## config.mk

```make
export PLATFORM = sky130hd
export DESIGN_NAME = sql_token_scanner_flat
export DESIGN_NICKNAME = d
export VERILOG_FILES = /design/src/rtl/sts_pkg.sv /design/src/rtl/sts_if.sv /design/src/rtl/sql_token_scanner.sv /design/src/rtl/sts_front.sv /design/src/rtl/sts_queue.sv /design/src/flat_wrapper.sv
export SDC_FILE = /design/constraint.sdc
export NUM_CORES = 2
export LEC_CHECK = 0
export ABC_AREA = 1
export BUFFER_PORTS_ARGS = -buffer_cell sky130_fd_sc_hd__buf_2
export CAP_MARGIN = 30
export CORE_ASPECT_RATIO = 1.75
export CORE_UTILIZATION = 47
export CTS_CLUSTER_SIZE = 28
export DETAILED_ROUTE_END_ITERATION = 10
export PLACE_DENSITY_LB_ADDON = 0.1
export RECOVER_POWER = 100
export SYNTH_ARGS = -nofsm -noshare
export SYNTH_HDL_FRONTEND = slang
export SYNTH_SLANG_ARGS = --single-unit
```

## constraint.sdc

```tcl
create_clock -name clk -period 9.3 [get_ports clk]
set_input_delay 0 -clock clk [delete_from_list [all_inputs] [get_ports clk]]
set_output_delay 0 -clock clk [all_outputs]
set_load 0.02 [all_outputs]
```

## src/rtl/sts_pkg.sv

```systemverilog
`timescale 1ns / 1ps
// ----------------------------------------------------------------------------
// sts_pkg
// Shared types, constants and the keyword table of the SQL token scanner.
// ----------------------------------------------------------------------------
package sts_pkg;

  localparam int KW_MAX_LEN_DEF = 9;
  localparam int POS_WIDTH_DEF  = 16;
  localparam int KW_ENTRIES     = 57;
  localparam int KW_CHARS       = 9;
  localparam int Q_DEPTH        = 8;

  // result kinds
  localparam logic [1:0] RK_VALUE = 2'd0;
  localparam logic [1:0] RK_TOKEN = 2'd1;
  localparam logic [1:0] RK_ERROR = 2'd2;

  // error codes
  localparam logic [1:0] ERR_NONE     = 2'd0;
  localparam logic [1:0] ERR_CHAR     = 2'd1;
  localparam logic [1:0] ERR_UNCLOSED = 2'd2;

  // token types
  localparam logic [6:0] TT_IDENT  = 7'd0;
  localparam logic [6:0] TT_INT    = 7'd1;
  localparam logic [6:0] TT_FLOAT  = 7'd2;
  localparam logic [6:0] TT_STRING = 7'd3;
  localparam logic [6:0] TT_EQ     = 7'd4;
  localparam logic [6:0] TT_NE     = 7'd5;
  localparam logic [6:0] TT_LT     = 7'd6;
  localparam logic [6:0] TT_LE     = 7'd7;
  localparam logic [6:0] TT_GT     = 7'd8;
  localparam logic [6:0] TT_GE     = 7'd9;
  localparam logic [6:0] TT_LPAREN = 7'd10;
  localparam logic [6:0] TT_RPAREN = 7'd11;
  localparam logic [6:0] TT_COMMA  = 7'd12;
  localparam logic [6:0] TT_SEMI   = 7'd13;
  localparam logic [6:0] TT_STAR   = 7'd14;
  localparam logic [6:0] TT_END    = 7'd15;

  typedef enum logic [3:0] {
    S_IDLE, S_NUM, S_IDENT, S_STR, S_ESC, S_LT, S_GT,
    S_BANG, S_DASH, S_COMMENT, S_ERROR
  } mode_t;

  // one result without its position
  typedef struct packed {
    logic [1:0] kind;
    logic [6:0] ttype;
    logic [7:0] val;
    logic [1:0] err;
    logic       last;
  } res_info_t;

  typedef struct packed {
    logic [3:0] txt_len;
    logic [6:0] code;
    logic [8*KW_CHARS-1:0] txt;
  } kw_t;

  function automatic kw_t kw_entry(input logic [5:0] k);
    kw_t e;
    case (k)
      6'd0:  e = '{4'd6, 7'd16, 72'("SELECT")};
      6'd1:  e = '{4'd4, 7'd17, 72'("FROM")};
      6'd2:  e = '{4'd5, 7'd18, 72'("WHERE")};
      6'd3:  e = '{4'd6, 7'd19, 72'("INSERT")};
      6'd4:  e = '{4'd4, 7'd20, 72'("INTO")};
      6'd5:  e = '{4'd6, 7'd21, 72'("VALUES")};
      6'd6:  e = '{4'd6, 7'd22, 72'("UPDATE")};
      6'd7:  e = '{4'd3, 7'd23, 72'("SET")};
      6'd8:  e = '{4'd6, 7'd24, 72'("DELETE")};
      6'd9:  e = '{4'd6, 7'd25, 72'("CREATE")};
      6'd10: e = '{4'd4, 7'd26, 72'("DROP")};
      6'd11: e = '{4'd5, 7'd27, 72'("TABLE")};
      6'd12: e = '{4'd8, 7'd28, 72'("DATABASE")};
      6'd13: e = '{4'd3, 7'd29, 72'("USE")};
      6'd14: e = '{4'd3, 7'd30, 72'("INT")};
      6'd15: e = '{4'd7, 7'd30, 72'("INTEGER")};
      6'd16: e = '{4'd5, 7'd31, 72'("FLOAT")};
      6'd17: e = '{4'd4, 7'd32, 72'("BOOL")};
      6'd18: e = '{4'd7, 7'd32, 72'("BOOLEAN")};
      6'd19: e = '{4'd4, 7'd33, 72'("TEXT")};
      6'd20: e = '{4'd7, 7'd34, 72'("VARCHAR")};
      6'd21: e = '{4'd3, 7'd35, 72'("AND")};
      6'd22: e = '{4'd2, 7'd36, 72'("OR")};
      6'd23: e = '{4'd3, 7'd37, 72'("NOT")};
      6'd24: e = '{4'd4, 7'd38, 72'("TRUE")};
      6'd25: e = '{4'd5, 7'd39, 72'("FALSE")};
      6'd26: e = '{4'd4, 7'd40, 72'("NULL")};
      6'd27: e = '{4'd5, 7'd41, 72'("ORDER")};
      6'd28: e = '{4'd2, 7'd42, 72'("BY")};
      6'd29: e = '{4'd3, 7'd43, 72'("ASC")};
      6'd30: e = '{4'd4, 7'd44, 72'("DESC")};
      6'd31: e = '{4'd5, 7'd45, 72'("LIMIT")};
      6'd32: e = '{4'd6, 7'd46, 72'("OFFSET")};
      6'd33: e = '{4'd5, 7'd47, 72'("GROUP")};
      6'd34: e = '{4'd6, 7'd48, 72'("HAVING")};
      6'd35: e = '{4'd5, 7'd49, 72'("COUNT")};
      6'd36: e = '{4'd3, 7'd50, 72'("SUM")};
      6'd37: e = '{4'd3, 7'd51, 72'("AVG")};
      6'd38: e = '{4'd3, 7'd52, 72'("MIN")};
      6'd39: e = '{4'd3, 7'd53, 72'("MAX")};
      6'd40: e = '{4'd4, 7'd54, 72'("JOIN")};
      6'd41: e = '{4'd5, 7'd55, 72'("INNER")};
      6'd42: e = '{4'd2, 7'd56, 72'("ON")};
      6'd43: e = '{4'd4, 7'd57, 72'("USER")};
      6'd44: e = '{4'd8, 7'd58, 72'("PASSWORD")};
      6'd45: e = '{4'd4, 7'd59, 72'("WITH")};
      6'd46: e = '{4'd4, 7'd60, 72'("ROLE")};
      6'd47: e = '{4'd5, 7'd61, 72'("GRANT")};
      6'd48: e = '{4'd6, 7'd62, 72'("REVOKE")};
      6'd49: e = '{4'd2, 7'd63, 72'("TO")};
      6'd50: e = '{4'd3, 7'd64, 72'("ALL")};
      6'd51: e = '{4'd4, 7'd65, 72'("SHOW")};
      6'd52: e = '{4'd5, 7'd66, 72'("USERS")};
      6'd53: e = '{4'd4, 7'd67, 72'("AUTH")};
      6'd54: e = '{4'd8, 7'd68, 72'("READONLY")};
      6'd55: e = '{4'd9, 7'd69, 72'("READWRITE")};
      6'd56: e = '{4'd5, 7'd70, 72'("ADMIN")};
      default: e = '{4'd15, TT_IDENT, 72'd0};
    endcase
    return e;
  endfunction

  // Parallel match of the upper-cased word against every keyword; first hit wins.
  function automatic logic [6:0] kw_lookup(input logic [7:0] w [KW_CHARS],
                                           input logic [4:0] len);
    kw_t        e;
    logic       ok;
    logic [6:0] code;
    int         pos;
    code = TT_IDENT;
    for (int k = KW_ENTRIES - 1; k >= 0; k--) begin
      e  = kw_entry(6'(k));
      ok = (len == {1'b0, e.txt_len});
      for (int i = 0; i < KW_CHARS; i++) begin
        pos = 8 * (int'(e.txt_len) - 1 - i);
        if (i < int'(e.txt_len) && w[i] != e.txt[pos +: 8]) ok = 1'b0;
      end
      if (ok) code = e.code;
    end
    return code;
  endfunction

endpackage

```

## src/rtl/sts_if.sv

```systemverilog
`timescale 1ns / 1ps
// ----------------------------------------------------------------------------
// sts_if
// Source text channel and token result channel of the SQL token scanner.
// ----------------------------------------------------------------------------
interface sts_text_if;
  logic       valid;
  logic       ready;
  logic [7:0] char_byte;
  logic       end_of_source;

  modport source (output valid, char_byte, end_of_source, input ready);
  modport sink   (input valid, char_byte, end_of_source, output ready);
endinterface

interface sts_token_if #(parameter int PW = 16);
  logic          valid;
  logic          ready;
  logic [1:0]    result_kind;
  logic [6:0]    token_type;
  logic [7:0]    value_byte;
  logic [PW-1:0] start_line;
  logic [PW-1:0] start_col;
  logic [1:0]    error_code;
  logic          last_of_run;

  modport source (output valid, result_kind, token_type, value_byte, start_line,
                  start_col, error_code, last_of_run, input ready);
  modport sink   (input valid, result_kind, token_type, value_byte, start_line,
                  start_col, error_code, last_of_run, output ready);
endinterface

```

## src/rtl/sql_token_scanner.sv

```systemverilog
`timescale 1ns / 1ps
// ----------------------------------------------------------------------------
// sql_token_scanner
// Streaming SQL tokenizer: one byte a cycle while its result queue has room.
// ----------------------------------------------------------------------------
// Output: the results of an accepted byte are registered into the queue.
// Throughput: one byte a cycle while the eight-entry result queue holds at
// most five results; each result leaves at one a cycle, so bytes causing
// several results are paced by the result port.
// Reset: synchronous; scanner returns to idle at line 1, column 1, queue empty.
// ----------------------------------------------------------------------------
module sql_token_scanner #(
  parameter int KEYWORD_MAX_LEN = sts_pkg::KW_MAX_LEN_DEF,
  parameter int POSITION_WIDTH  = sts_pkg::POS_WIDTH_DEF
) (
  input  logic        clk,
  input  logic        rst,
  sts_text_if.sink    text,
  sts_token_if.source tokens
);
  import sts_pkg::*;

  logic                      accept, room;
  logic [1:0]                push_cnt;
  res_info_t                 info [3];
  logic [POSITION_WIDTH-1:0] line [3];
  logic [POSITION_WIDTH-1:0] col [3];
  mode_t                     scan_mode;
  logic [$clog2(Q_DEPTH+1)-1:0] fill;

  assign text.ready = room;
  assign accept     = text.valid && room;

  sts_front #(
    .KEYWORD_MAX_LEN (KEYWORD_MAX_LEN),
    .POSITION_WIDTH  (POSITION_WIDTH)
  ) u_front (
    .clk           (clk),
    .rst           (rst),
    .accept        (accept),
    .char_byte     (text.char_byte),
    .end_of_source (text.end_of_source),
    .push_cnt      (push_cnt),
    .info          (info),
    .line          (line),
    .col           (col),
    .scan_mode     (scan_mode)
  );

  sts_queue #(
    .POSITION_WIDTH (POSITION_WIDTH)
  ) u_queue (
    .clk      (clk),
    .rst      (rst),
    .push_cnt (push_cnt),
    .info     (info),
    .line     (line),
    .col      (col),
    .room     (room),
    .fill     (fill),
    .tokens   (tokens)
  );

  // checks
  a_fill_bound: assert property (@(posedge clk) disable iff (rst)
    fill <= ($clog2(Q_DEPTH+1))'(Q_DEPTH))
    else $error("result queue overfilled");

  a_eos_idle: assert property (@(posedge clk) disable iff (rst)
    accept && text.end_of_source |=> scan_mode == S_IDLE)
    else $error("scanner not idle after end of source");

  a_push_only_on_accept: assert property (@(posedge clk) disable iff (rst)
    !accept |-> push_cnt == 2'd0)
    else $error("results pushed without an accepted byte");

endmodule

```

## src/rtl/sts_front.sv

```systemverilog
`timescale 1ns / 1ps
// ----------------------------------------------------------------------------
// sts_front
// Scanner front end: classifies each source byte and forms up to three
// results for it in the same cycle.
// ----------------------------------------------------------------------------
module sts_front #(
  parameter int KEYWORD_MAX_LEN = 9,
  parameter int POSITION_WIDTH  = 16
) (
  input  logic                      clk,
  input  logic                      rst,
  input  logic                      accept,
  input  logic [7:0]                char_byte,
  input  logic                      end_of_source,
  output logic [1:0]                push_cnt,
  output sts_pkg::res_info_t        info [3],
  output logic [POSITION_WIDTH-1:0] line [3],
  output logic [POSITION_WIDTH-1:0] col [3],
  output sts_pkg::mode_t            scan_mode
);
  import sts_pkg::*;

  localparam int LW = $clog2(KEYWORD_MAX_LEN + 2);
  localparam int IW = $clog2(KEYWORD_MAX_LEN);
  localparam logic [POSITION_WIDTH-1:0] POS_MAX = '1;
  localparam logic [LW-1:0] LEN_MAX  = LW'(KEYWORD_MAX_LEN);
  localparam logic [LW-1:0] LEN_OVER = LW'(KEYWORD_MAX_LEN + 1);

  localparam logic [7:0] CH_LF     = 8'h0a;
  localparam logic [7:0] CH_TAB    = 8'h09;
  localparam logic [7:0] CH_SPACE  = 8'h20;
  localparam logic [7:0] CH_BANG   = 8'h21;
  localparam logic [7:0] CH_QUOTE  = 8'h27;
  localparam logic [7:0] CH_LPAREN = 8'h28;
  localparam logic [7:0] CH_RPAREN = 8'h29;
  localparam logic [7:0] CH_STAR   = 8'h2a;
  localparam logic [7:0] CH_COMMA  = 8'h2c;
  localparam logic [7:0] CH_DASH   = 8'h2d;
  localparam logic [7:0] CH_DOT    = 8'h2e;
  localparam logic [7:0] CH_SEMI   = 8'h3b;
  localparam logic [7:0] CH_LT     = 8'h3c;
  localparam logic [7:0] CH_EQ     = 8'h3d;
  localparam logic [7:0] CH_GT     = 8'h3e;
  localparam logic [7:0] CH_BSLASH = 8'h5c;
  localparam logic [7:0] CH_UNDER  = 8'h5f;
  localparam logic [7:0] CH_LOW_N  = 8'h6e;
  localparam logic [7:0] CH_LOW_T  = 8'h74;

  mode_t                     mode, mode_next;
  logic [POSITION_WIDTH-1:0] line_count, line_count_next;
  logic [POSITION_WIDTH-1:0] col_count, col_count_next;
  logic [POSITION_WIDTH-1:0] token_line, token_line_next;
  logic [POSITION_WIDTH-1:0] token_col, token_col_next;
  logic [7:0]                wbuf [KEYWORD_MAX_LEN];
  logic [7:0]                wbuf_next [KEYWORD_MAX_LEN];
  logic [LW-1:0]             wlen, wlen_next;
  logic [LW-1:0]             wlen_tok;
  logic                      seen_dot, seen_dot_next;

  function automatic res_info_t mk(input logic [1:0] kind, input logic [6:0] tt,
                                   input logic [7:0] v, input logic [1:0] e);
    res_info_t r;
    r.kind  = kind;
    r.ttype = tt;
    r.val   = v;
    r.err   = e;
    r.last  = 1'b0;
    return r;
  endfunction

  // byte classes
  logic       is_digit, is_alpha, is_space, is_word;
  logic [7:0] upper;
  always_comb begin
    is_digit = (char_byte inside {[8'h30:8'h39]});
    is_alpha = (char_byte inside {[8'h41:8'h5a], [8'h61:8'h7a]});
    is_space = (char_byte == CH_SPACE) || (char_byte inside {[CH_TAB:8'h0d]});
    is_word  = is_alpha || is_digit || (char_byte == CH_UNDER);
    upper    = (char_byte inside {[8'h61:8'h7a]}) ? (char_byte - 8'h20) : char_byte;
  end

  // byte seen between tokens
  logic      id_emit, id_num, id_ident;
  res_info_t id_res;
  mode_t     id_mode;
  always_comb begin
    id_emit  = 1'b1;
    id_num   = 1'b0;
    id_ident = 1'b0;
    id_mode  = S_IDLE;
    id_res   = mk(RK_TOKEN, TT_IDENT, 8'd0, ERR_NONE);
    if (is_space) begin
      id_emit = 1'b0;
    end else if (is_digit) begin
      id_num  = 1'b1;
      id_mode = S_NUM;
      id_res  = mk(RK_VALUE, TT_INT, char_byte, ERR_NONE);
    end else if (is_alpha || char_byte == CH_UNDER) begin
      id_ident = 1'b1;
      id_mode  = S_IDENT;
      id_res   = mk(RK_VALUE, TT_IDENT, char_byte, ERR_NONE);
    end else begin
      case (char_byte)
        CH_QUOTE:  begin id_emit = 1'b0; id_mode = S_STR;  end
        CH_LT:     begin id_emit = 1'b0; id_mode = S_LT;   end
        CH_GT:     begin id_emit = 1'b0; id_mode = S_GT;   end
        CH_BANG:   begin id_emit = 1'b0; id_mode = S_BANG; end
        CH_DASH:   begin id_emit = 1'b0; id_mode = S_DASH; end
        CH_EQ:     id_res = mk(RK_TOKEN, TT_EQ, 8'd0, ERR_NONE);
        CH_LPAREN: id_res = mk(RK_TOKEN, TT_LPAREN, 8'd0, ERR_NONE);
        CH_RPAREN: id_res = mk(RK_TOKEN, TT_RPAREN, 8'd0, ERR_NONE);
        CH_COMMA:  id_res = mk(RK_TOKEN, TT_COMMA, 8'd0, ERR_NONE);
        CH_SEMI:   id_res = mk(RK_TOKEN, TT_SEMI, 8'd0, ERR_NONE);
        CH_STAR:   id_res = mk(RK_TOKEN, TT_STAR, 8'd0, ERR_NONE);
        default: begin
          id_res  = mk(RK_ERROR, TT_IDENT, 8'd0, ERR_CHAR);
          id_mode = S_ERROR;
        end
      endcase
    end
  end

  // keyword lookups: held word, and word including this byte (for the flush)
  logic [7:0] kw_cur [KW_CHARS];
  logic [7:0] kw_nxt [KW_CHARS];
  logic [6:0] type_cur, type_nxt;
  always_comb begin
    for (int i = 0; i < KW_CHARS; i++) begin
      kw_cur[i] = wbuf[i];
      kw_nxt[i] = wbuf_next[i];
    end
    type_cur = kw_lookup(kw_cur, 5'(wlen));
    type_nxt = kw_lookup(kw_nxt, 5'(wlen_tok));
  end

  // per-byte scan step
  res_info_t                 r_info [4];
  logic [POSITION_WIDTH-1:0] r_line [4];
  logic [POSITION_WIDTH-1:0] r_col [4];
  logic [2:0]                n;
  logic                      do_idle, fresh, err_end;
  logic [6:0]                ft;
  logic [7:0]                fv;
  always_comb begin
    mode_next       = mode;
    token_line_next = token_line;
    token_col_next  = token_col;
    seen_dot_next   = seen_dot;
    wlen_next       = wlen;
    wbuf_next       = wbuf;
    line_count_next = line_count;
    col_count_next  = col_count;
    n               = 3'd0;
    do_idle         = 1'b0;
    fresh           = 1'b0;
    err_end         = 1'b0;
    ft              = TT_IDENT;
    fv              = 8'd0;
    for (int k = 0; k < 4; k++) begin
      r_info[k] = mk(RK_VALUE, TT_IDENT, 8'd0, ERR_NONE);
      r_line[k] = token_line;
      r_col[k]  = token_col;
    end

    case (mode)
      S_NUM: begin
        if (is_digit) begin
          r_info[n[1:0]] = mk(RK_VALUE, seen_dot ? TT_FLOAT : TT_INT, char_byte, ERR_NONE);
          n = n + 3'd1;
        end else if (char_byte == CH_DOT && !seen_dot) begin
          seen_dot_next  = 1'b1;
          r_info[n[1:0]] = mk(RK_VALUE, TT_FLOAT, char_byte, ERR_NONE);
          n = n + 3'd1;
        end else begin
          r_info[n[1:0]] = mk(RK_TOKEN, seen_dot ? TT_FLOAT : TT_INT, 8'd0, ERR_NONE);
          n = n + 3'd1;
          do_idle = 1'b1;
        end
      end
      S_IDENT: begin
        if (is_word) begin
          if (wlen < LEN_MAX) begin
            wbuf_next[wlen[IW-1:0]] = upper;
            wlen_next = wlen + LW'(1);
          end else begin
            wlen_next = LEN_OVER;
          end
          r_info[n[1:0]] = mk(RK_VALUE, TT_IDENT, char_byte, ERR_NONE);
          n = n + 3'd1;
        end else begin
          r_info[n[1:0]] = mk(RK_TOKEN, type_cur, 8'd0, ERR_NONE);
          n = n + 3'd1;
          do_idle = 1'b1;
        end
      end
      S_STR: begin
        if (char_byte == CH_QUOTE) begin
          r_info[n[1:0]] = mk(RK_TOKEN, TT_STRING, 8'd0, ERR_NONE);
          n = n + 3'd1;
          mode_next = S_IDLE;
        end else if (char_byte == CH_BSLASH) begin
          mode_next = S_ESC;
        end else begin
          r_info[n[1:0]] = mk(RK_VALUE, TT_STRING, char_byte, ERR_NONE);
          n = n + 3'd1;
        end
      end
      S_ESC: begin
        r_info[n[1:0]] = mk(RK_VALUE, TT_STRING,
                            (char_byte == CH_LOW_N) ? CH_LF :
                            ((char_byte == CH_LOW_T) ? CH_TAB : char_byte), ERR_NONE);
        n = n + 3'd1;
        mode_next = S_STR;
      end
      S_LT, S_GT: begin
        mode_next = S_IDLE;
        if (char_byte == CH_EQ) begin
          r_info[n[1:0]] = mk(RK_TOKEN, (mode == S_LT) ? TT_LE : TT_GE, 8'd0, ERR_NONE);
          n = n + 3'd1;
        end else begin
          r_info[n[1:0]] = mk(RK_TOKEN, (mode == S_LT) ? TT_LT : TT_GT, 8'd0, ERR_NONE);
          n = n + 3'd1;
          do_idle = 1'b1;
        end
      end
      S_BANG: begin
        if (char_byte == CH_EQ) begin
          r_info[n[1:0]] = mk(RK_TOKEN, TT_NE, 8'd0, ERR_NONE);
          mode_next = S_IDLE;
        end else begin
          r_info[n[1:0]] = mk(RK_ERROR, TT_IDENT, 8'd0, ERR_CHAR);
          mode_next = S_ERROR;
        end
        n = n + 3'd1;
      end
      S_DASH: begin
        if (char_byte == CH_DASH) begin
          mode_next = S_COMMENT;
        end else begin
          r_info[n[1:0]] = mk(RK_ERROR, TT_IDENT, 8'd0, ERR_CHAR);
          n = n + 3'd1;
          mode_next = S_ERROR;
        end
      end
      S_COMMENT: begin
        if (char_byte == CH_LF) mode_next = S_IDLE;
      end
      S_ERROR: ;
      default: do_idle = 1'b1;
    endcase

    // start of a new token at this byte
    if (do_idle) begin
      token_line_next = line_count;
      token_col_next  = col_count;
      mode_next       = id_mode;
      fresh           = id_num || id_ident;
      if (id_num) seen_dot_next = 1'b0;
      if (id_ident) begin
        wbuf_next[0] = upper;
        wlen_next    = LW'(1);
      end
      if (id_emit) begin
        r_info[n[1:0]] = id_res;
        r_line[n[1:0]] = line_count;
        r_col[n[1:0]]  = col_count;
        n = n + 3'd1;
      end
    end

    // word length including this byte, for the keyword match at the flush
    wlen_tok = wlen_next;

    // position of the next byte, saturating
    if (char_byte == CH_LF) begin
      if (line_count < POS_MAX) line_count_next = line_count + 1'b1;
      col_count_next = POSITION_WIDTH'(1);
    end else if (col_count < POS_MAX) begin
      col_count_next = col_count + 1'b1;
    end

    // end of source: flush the pending token, then the end token
    if (end_of_source) begin
      case (mode_next)
        S_NUM, S_IDENT: begin
          ft = (mode_next == S_NUM) ? (seen_dot_next ? TT_FLOAT : TT_INT) : type_nxt;
          if (fresh) begin
            n  = n - 3'd1;
            fv = r_info[n[1:0]].val;
          end
          r_info[n[1:0]] = mk(RK_TOKEN, ft, fv, ERR_NONE);
          r_line[n[1:0]] = token_line_next;
          r_col[n[1:0]]  = token_col_next;
          n = n + 3'd1;
        end
        S_STR, S_ESC, S_BANG, S_DASH: begin
          r_info[n[1:0]] = mk(RK_ERROR, TT_IDENT, 8'd0,
                              (mode_next == S_STR || mode_next == S_ESC) ?
                              ERR_UNCLOSED : ERR_CHAR);
          r_line[n[1:0]] = token_line_next;
          r_col[n[1:0]]  = token_col_next;
          n = n + 3'd1;
          err_end = 1'b1;
        end
        S_LT, S_GT: begin
          r_info[n[1:0]] = mk(RK_TOKEN, (mode_next == S_LT) ? TT_LT : TT_GT, 8'd0, ERR_NONE);
          r_line[n[1:0]] = token_line_next;
          r_col[n[1:0]]  = token_col_next;
          n = n + 3'd1;
        end
        S_ERROR: err_end = 1'b1;
        default: ;
      endcase
      if (!err_end && n < 3'd4) begin
        r_info[n[1:0]] = mk(RK_TOKEN, TT_END, 8'd0, ERR_NONE);
        r_line[n[1:0]] = line_count_next;
        r_col[n[1:0]]  = col_count_next;
        n = n + 3'd1;
      end
      mode_next       = S_IDLE;
      line_count_next = POSITION_WIDTH'(1);
      col_count_next  = POSITION_WIDTH'(1);
      token_line_next = POSITION_WIDTH'(1);
      token_col_next  = POSITION_WIDTH'(1);
      wlen_next       = '0;
      seen_dot_next   = 1'b0;
    end

    if (n > 3'd3) n = 3'd3;
    if (n != 3'd0) r_info[n[1:0] - 2'd1].last = 1'b1;
  end

  // results towards the queue
  always_comb begin
    push_cnt = accept ? n[1:0] : 2'd0;
    for (int k = 0; k < 3; k++) begin
      info[k] = r_info[k];
      line[k] = r_line[k];
      col[k]  = r_col[k];
    end
  end

  assign scan_mode = mode;

  // scan state
  always_ff @(posedge clk) begin
    if (rst) begin
      mode       <= S_IDLE;
      line_count <= POSITION_WIDTH'(1);
      col_count  <= POSITION_WIDTH'(1);
      token_line <= POSITION_WIDTH'(1);
      token_col  <= POSITION_WIDTH'(1);
      wlen       <= '0;
      seen_dot   <= 1'b0;
    end else if (accept) begin
      mode       <= mode_next;
      line_count <= line_count_next;
      col_count  <= col_count_next;
      token_line <= token_line_next;
      token_col  <= token_col_next;
      wlen       <= wlen_next;
      seen_dot   <= seen_dot_next;
    end
  end

  // word buffer, no reset
  always_ff @(posedge clk) begin
    if (accept) wbuf <= wbuf_next;
  end

endmodule

```

## src/rtl/sts_queue.sv

```systemverilog
`timescale 1ns / 1ps
// ----------------------------------------------------------------------------
// sts_queue
// Result queue: up to three results in a cycle, one out a cycle when ready.
// ----------------------------------------------------------------------------
module sts_queue #(
  parameter int POSITION_WIDTH = 16
) (
  input  logic                      clk,
  input  logic                      rst,
  input  logic [1:0]                push_cnt,
  input  sts_pkg::res_info_t        info [3],
  input  logic [POSITION_WIDTH-1:0] line [3],
  input  logic [POSITION_WIDTH-1:0] col [3],
  output logic                      room,
  output logic [$clog2(sts_pkg::Q_DEPTH+1)-1:0] fill,
  sts_token_if.source               tokens
);
  import sts_pkg::*;

  localparam int QW = $clog2(Q_DEPTH);
  localparam int CW = $clog2(Q_DEPTH + 1);

  res_info_t                 q_info [Q_DEPTH];
  logic [POSITION_WIDTH-1:0] q_line [Q_DEPTH];
  logic [POSITION_WIDTH-1:0] q_col [Q_DEPTH];
  logic [QW-1:0]             head, tail;
  logic [CW-1:0]             count;
  logic                      pop;

  assign pop  = tokens.valid && tokens.ready;
  assign room = (count <= CW'(Q_DEPTH - 3));
  assign fill = count;

  // pointers and fill level
  always_ff @(posedge clk) begin
    if (rst) begin
      head  <= '0;
      tail  <= '0;
      count <= '0;
    end else begin
      tail  <= tail + QW'(push_cnt);
      if (pop) head <= head + QW'(1);
      count <= count + CW'(push_cnt) - CW'(pop);
    end
  end

  // entry storage
  always_ff @(posedge clk) begin
    for (int k = 0; k < 3; k++) begin
      if (2'(k) < push_cnt) begin
        q_info[tail + QW'(k)] <= info[k];
        q_line[tail + QW'(k)] <= line[k];
        q_col[tail + QW'(k)]  <= col[k];
      end
    end
  end

  // head entry to the port
  always_comb begin
    tokens.valid       = (count != '0);
    tokens.result_kind = q_info[head].kind;
    tokens.token_type  = q_info[head].ttype;
    tokens.value_byte  = q_info[head].val;
    tokens.error_code  = q_info[head].err;
    tokens.last_of_run = q_info[head].last;
    tokens.start_line  = q_line[head];
    tokens.start_col   = q_col[head];
  end

endmodule

```

## src/flat_wrapper.sv

```systemverilog
// flat-port wrapper written by rule: the top's interface ports become plain ports
module sql_token_scanner_flat import sts_pkg::*;
#(
  parameter int KEYWORD_MAX_LEN = sts_pkg::KW_MAX_LEN_DEF,
  parameter int POSITION_WIDTH  = sts_pkg::POS_WIDTH_DEF
)
  (clk, rst, text_valid, text_char_byte, text_end_of_source, text_ready, tokens_valid, tokens_result_kind, tokens_token_type, tokens_value_byte, tokens_start_line, tokens_start_col, tokens_error_code, tokens_last_of_run, tokens_ready);
  sts_text_if text_i ();
  sts_token_if #(.PW(16)) tokens_i ();
  input  logic clk;
  input  logic rst;
  input wire logic [$bits(text_i.valid)-1:0] text_valid;
  input wire logic [$bits(text_i.char_byte)-1:0] text_char_byte;
  input wire logic [$bits(text_i.end_of_source)-1:0] text_end_of_source;
  output wire logic [$bits(text_i.ready)-1:0] text_ready;
  output wire logic [$bits(tokens_i.valid)-1:0] tokens_valid;
  output wire logic [$bits(tokens_i.result_kind)-1:0] tokens_result_kind;
  output wire logic [$bits(tokens_i.token_type)-1:0] tokens_token_type;
  output wire logic [$bits(tokens_i.value_byte)-1:0] tokens_value_byte;
  output wire logic [$bits(tokens_i.start_line)-1:0] tokens_start_line;
  output wire logic [$bits(tokens_i.start_col)-1:0] tokens_start_col;
  output wire logic [$bits(tokens_i.error_code)-1:0] tokens_error_code;
  output wire logic [$bits(tokens_i.last_of_run)-1:0] tokens_last_of_run;
  input wire logic [$bits(tokens_i.ready)-1:0] tokens_ready;
  assign text_i.valid = text_valid;
  assign text_i.char_byte = text_char_byte;
  assign text_i.end_of_source = text_end_of_source;
  assign text_ready = text_i.ready;
  assign tokens_valid = tokens_i.valid;
  assign tokens_result_kind = tokens_i.result_kind;
  assign tokens_token_type = tokens_i.token_type;
  assign tokens_value_byte = tokens_i.value_byte;
  assign tokens_start_line = tokens_i.start_line;
  assign tokens_start_col = tokens_i.start_col;
  assign tokens_error_code = tokens_i.error_code;
  assign tokens_last_of_run = tokens_i.last_of_run;
  assign tokens_i.ready = tokens_ready;
  sql_token_scanner #(.KEYWORD_MAX_LEN(KEYWORD_MAX_LEN), .POSITION_WIDTH(POSITION_WIDTH)) u_core (.clk(clk), .rst(rst), .text(text_i), .tokens(tokens_i));
endmodule
```

-- Word level (Yosys, flattened, before mapping)
Memory sizes are Yosys's and may differ from the RTL's. A register that Yosys moved wholly into a read port is not among the register bits.
Cells that the tools add are included.
Widths: inputs -> output; s select.
- flip-flop bits (word level): 155
- memory bits (writable): 416
- bits of input ports: 13
- output and inout bits: 54
- word-level logic and storage cells: 1153
- memories: 3
- memory list (name ; depth ; width ; rd ports ; clocked after memory_dff ; write ports ; line ; source):
    u_core.u_queue.q_info ; 8 ; 20 ; 1 ; 1 ; 3 ; sts_queue.sv:24 ; res_info_t q_info [Q_DEPTH];
    u_core.u_queue.q_col ; 8 ; 16 ; 1 ; 1 ; 3 ; sts_queue.sv:26 ; logic [POSITION_WIDTH-1:0] q_col [Q_DEPTH];
    u_core.u_queue.q_line ; 8 ; 16 ; 1 ; 1 ; 3 ; sts_queue.sv:25 ; logic [POSITION_WIDTH-1:0] q_line [Q_DEPTH];
- add/subtract/negate cells: 16
- order comparisons: 30
- eq/ne operators: 253
- muxes and demuxes: 787
- bitwise gates (word level): 10
- reductions and logical operators: 35
- operators with widths (operator ; count):
    $ne 8x7->1 const B ; 200
    $mux 7 ; 115
    $mux 64 ; 10
    $mux 1 ; 539
    $bwmux 64 ; 8
    $mux 80 ; 6
    $bwmux 80 ; 5
    $pmux 20 s7 ; 2
    $pmux 64 s2 ; 2
    $pmux 80 s3 ; 1
    $mux 16 ; 14
    $mux 20 ; 11
    $mux 72 ; 3
    $demux 20 s2 ; 5
    $demux 16 s2 ; 4
    $eq 8x6->1 const B ; 13
    $bwmux 72 ; 1
    $mux 4 ; 18
    $mux 8 ; 9
    $eq 4x3->1 const B ; 16
    $and 60x60->60 ; 1
    $not 60->60 ; 1
    $mux 3 ; 16
    $pmux 4 s6 ; 2
    55 further kinds ; 129

-- Longest topological paths before layout
- word-level depth: 86
- mapped depth: 41
- gate-level depth less buffers: 39

-- Cells and area by module
A second synthesis with hierarchy kept.
- cell total of the unflattened synthesis: 7321
- area, all modules: 47565.6 µm²
- modules (own cells, without submodules) (module ; instances ; cells an instance ; area an instance (µm²) ; seq. area each (µm²)):
    sts_queue ; 1 ; 3910 ; 28359.7 ; 12752.2
    sts_front ; 1 ; 3409 ; 19198.4 ; 3623.5
    sql_token_scanner ; 1 ; 2 ; 7.5 ; 0.0

-- Least setup slack after synthesis
Ideal clock, no wire load.
- kind: register to register
- start: reg u_core.u_front.mode[1] (netlist: u_core.u_front.scan_mode[1])
- end: mem u_core.u_queue.q_col[0][0], enable pin
- library setup time: 0.534 ns
- data arrival time: 7.474 ns
- required time: 8.766 ns
- setup slack: 1.292 ns
- stages on the path, launching flop included: 26
- path buffers: 0
- period minus slack after synthesis: 8.008 ns
- cell sequence: dfxtp_1 -> nand2_1 -> nor2_1 -> inv_1 -> nor2_1 -> inv_1 -> nand3_1 -> ha_1 -> or2_2 -> o21ai_0 -> inv_1 -> ha_1 -> nor2_1 -> a21oi_1 -> ha_1 -> nand2_1 -> o21ai_2 -> ha_1 -> nand2_1 -> o211ai_2 -> o21ai_2 -> nor2_4 -> inv_2 -> nand2_1 -> inv_1 -> o21ai_0
- RTL lines (what ; line ; source):
    start, declared ; sts_front.sv:50 ; mode_t mode, mode_next;
    start signal, assigned ; sts_front.sv:357 ; mode <= mode_next;
    end, declared ; sts_queue.sv:26 ;

==> reports/results.tsv <==
stage	metric	value	unit
timing	Slew HR	-1.537	
global_route	grt ovf	0	
timing	Setup violations, final	0	
finish	layout overhead on the synthesized area	7.968	%
floorplan	initial cell density of the core	0.4752	
logic_synthesis	mux share of post-synthesis cell area	0	
drt	Highest Signal Layer	met5	
timing	RSZ-0062 raised after global routing	false	
worst_setup_path	Slowest-stage cell, CP	nand4_1	
global_route	vias in the first global route	43294	
clock_network	H-tree Lvls	2	
power	Leak	0.01592	µW
timing	Slew Limit Fails	399	
drt	post-route ant nets	0	
logic_synthesis	Compound-Gate Fraction of Synth Area	0.2169	
worst_setup_path	Required @ worst endpoint	9.73	ns
floorplan	core box area	86780	µm²
finish	Finished Cell Area	44520	µm²
global_route	first-pass GRT wire length	290.2	mm
logic_synthesis	post-synthesis sequential area ratio	0.3971	
worst_setup_path	Crit path top cell by count	nand2_1	
logic_synthesis	top_reg_cell synth	edfxtp_1	
finish	post-layout util	0.5131	
drt	M1 WL	64.03	mm
floorplan	die width	225.9	µm
logic_synthesis	share of async-settable or async-resettable flops after synthesis	0	
timing	Fin Setup TNS	0	ns
logic_synthesis	Post-Syn Nets	5819	
global_route	gr usage total	0.4504	
logic_synthesis	main combinational cell family by area after synthesis	simple AND/OR/NAND/NOR gates	
place	Post-DP HPWL	141.8	mm
run_status	failing checks	max-capacitance violations, max-slew violations	
clock_network	CTS tree	yes	
worst_setup_path	Top Family by Delay on Critical Path	simple AND/OR/NAND/NOR gates	
clock_network	Worst-Skew Late Latency	0.70	ns
worst_setup_path	WP buf/inv	6	
logic_synthesis	adder-cell share of the synthesized area	0.009770	
worst_setup_path	Critical Path AT	8.78	ns
drt	DR WL met3	21.51	mm
timing	skew final	0.02962	ns
run_status	status	complete, but fails checks	
floorplan	Ports	67	
finish	NumNets Final	5739	
drt	vias	45555	
clock_network	clock buffer depth	3	
finish	Multi-input gate area	21000	µm²
clock_network	Num CTS Buffers	58	
clock_network	post-CTS setup buffers	0	
power	pwr/cell area	324.2	nW/µm²
logic_synthesis	synthesized area per cell	7.141	µm²
floorplan	chip height	393.8	µm
drt	DRC viols	0	
drt	met2 wire len	94.85	mm
timing	worst hold slack	0.01548	ns
logic_synthesis	EDFF count, synth	488	
floorplan	Die ar.	88970	µm²
flow_run	Max Cap Viol	8	
finish	filler cell count	8749	
place	DP Worst Slack	1.674	ns
worst_setup_path	Critical Path End Type	register	
clock_network	Clock Pin Slew Worst Setup and Hold Paths	0.07	ns
clock_network	root buffer cell	clkbuf_16	
global_route	largest net degree at the start of global routing	106	
drt	WL per Instance	29.54	µm
logic_synthesis	mapped cell area	41240	µm²
logic_synthesis	XOR/XNOR Fraction of Synth Area	0.003823	
worst_hold_path	Min-Delay Path Class	in -> reg	
drt	DRT Pass-1 Iters	9	
worst_setup_path	worst-path fanout max	20	
place	gpl congestion	1.076	
finish	Storage cell area	16380	µm²
global_route	initial antenna violation count	7	
timing	Final period util	0.8981	
timing	Period minus WS final	8.352	ns
finish	commonest non-fill, non-tap cell in the layout	nand2_1	
worst_setup_path	Setup CP Type	in -> reg	
floorplan	row count	143	
timing	Final Hold Violating Endpoints	0	
logic_synthesis	Post-Synth Simple-Gate Area	0.2777	
worst_setup_path	slowest stage delay, CP	0.99	ns
logic_synthesis	number of synthesized register bits	574	
drt	vias per inst	6.596	
place	I/O Buffers	66	
worst_setup_path	CP Launch Type	input pin	
drt	drt initial violations	5981	
finish	commonest non-fill, non-tap cells in the layout	nand2_1, nor2_1, inv_1, o21ai_0, edfxtp_1	
drt	total detailed-routing wirelength	204.0	mm
timing	Achievable Freq	0.1197	GHz
power	VDD IR max	0.2028	mV
place	DP Area	42750	µm²
finish	layout cells sized above 1	0.04910	
logic_synthesis	cell accounting for the most synthesized area	edfxtp_1	
logic_synthesis	Yosys cell types	73	
logic_synthesis	Syn. warnings	0	
timing	Slew @ Worst Pin	3.805	ns
logic_synthesis	gate count of the mapped netlist	5775	
clock_network	clock tree sinks	574	
logic_synthesis	dominant cells by area after synthesis	edfxtp_1, nand2_1, nor2_1, o21ai_0, inv_1	
logic_synthesis	share of the synthesized area in the top cell type	0.3554	
timing	fin worst setup slack	0.9476	ns
==> flip-flops by register name, summed over array words and instances, names as in the netlist, named ones only <==
name / flops
u_core.u_queue.tail: 3
u_core.u_queue.q_line: 128
u_core.u_front.wlen: 4
u_core.u_front.token_line: 16
u_core.u_front.seen_dot: 1
u_core.u_front.token_col: 16
u_core.u_front.kw_cur: 72
u_core.u_queue.q_col: 128
u_core.u_queue.q_info: 160
u_core.u_queue.fill: 4
u_core.u_queue.head: 3
u_core.u_front.line_count: 16
u_core.u_front.col_count: 16
u_core.u_front.scan_mode: 4
==> per-layer routing <==
metal,vias to the layer above,global-route usage
met5,-,0
met2,3284,0.7337
met4,8,0.4277
li1,20012,-
met1,21135,0.4662
met3,1116,0.1160
==> final timing paths <==
| path | from | endpoint | slack [ns] | cells after the start |
|---|---|---|---|---|
| max | text_char_byte[1] | u_core.u_queue.q_info[3][11] | 0.95 | 37 |
| min | text_char_byte[7] | u_core.u_queue.q_info[7][10] | 0.02 | 4 |
| min reg2reg | u_core.u_front.line_count[2] | u_core.u_front.line_count[2] | 0.47 | 2 |
| max reg2reg | u_core.u_front.scan_mode[0] | u_core.u_queue.q_line[1][6] | 1.32 | 31 |
==> cell type report <==
type                            count  area share
Clock inverter                     39    0.009667
Inverter                          672     0.05685
Sequential cell                   574      0.3679
Clock buffer                       69     0.03400
Timing Repair Buffer              189     0.02726
Tap cell                         1160     0.03260
Antenna cell                        3   0.0001686
Multi-Input combinational cell   4200      0.4716
==> power by group <==
part / switching, µW / internal (µW) / total [µW] / leakage, µW
registers: 219 / 3910 / 4130 / 0.00521
clock network: 1130 / 1390 / 2520 / 0.000938
logic: 5800 / 2000 / 7790 / 0.00978
==> worst min-delay path, stage by stage <==
cell and delay, ns:
buf_2 0.16, o221ai_1 0.09, buf_4 0.21, nor2_1 0.06
==> metrics by stage <==
step / instances / power [µW]
floorplan: 5775 / 9066
global placement: 6770 / 11570
detailed placement: 6783 / 11740
CTS: 6898 / 14210
global route: 6903 / 15060
finish: 6906 / 14440
==> logic make-up (layout without fill, tap and decap cells) <==
group                      count (synthesis)  in the layout
buffers and inverters                   1001            969
adders and majority gates                 31             31
and+or+nand+nor                         2706           2706
other                                      0              3
xor gates and xnor gates                  18             18
DFF                                      574            574
AOI/OAI and AO/OA                       1445           1445
==> cell usage after synthesis (all sizes together), types with 63 or more instances <==
cell type  count
nand2       1189
nor2         908
inv          666
o21ai        572
edfxtp       488
nand3        234
o22ai        219
clkbuf       218
o221ai       216
a21oi        208
nor3         151
nand4        142
buf          111
dfxtp         86
o211ai        69
nor4          63
==> what timing repair did <==
action | 4_1_cts | 5_1_grt
hold endpoints to repair | 35 | 0
resized for setup | 0 | 0
hold buffers | 7 | 0
(Power assumes the default switching activity.)
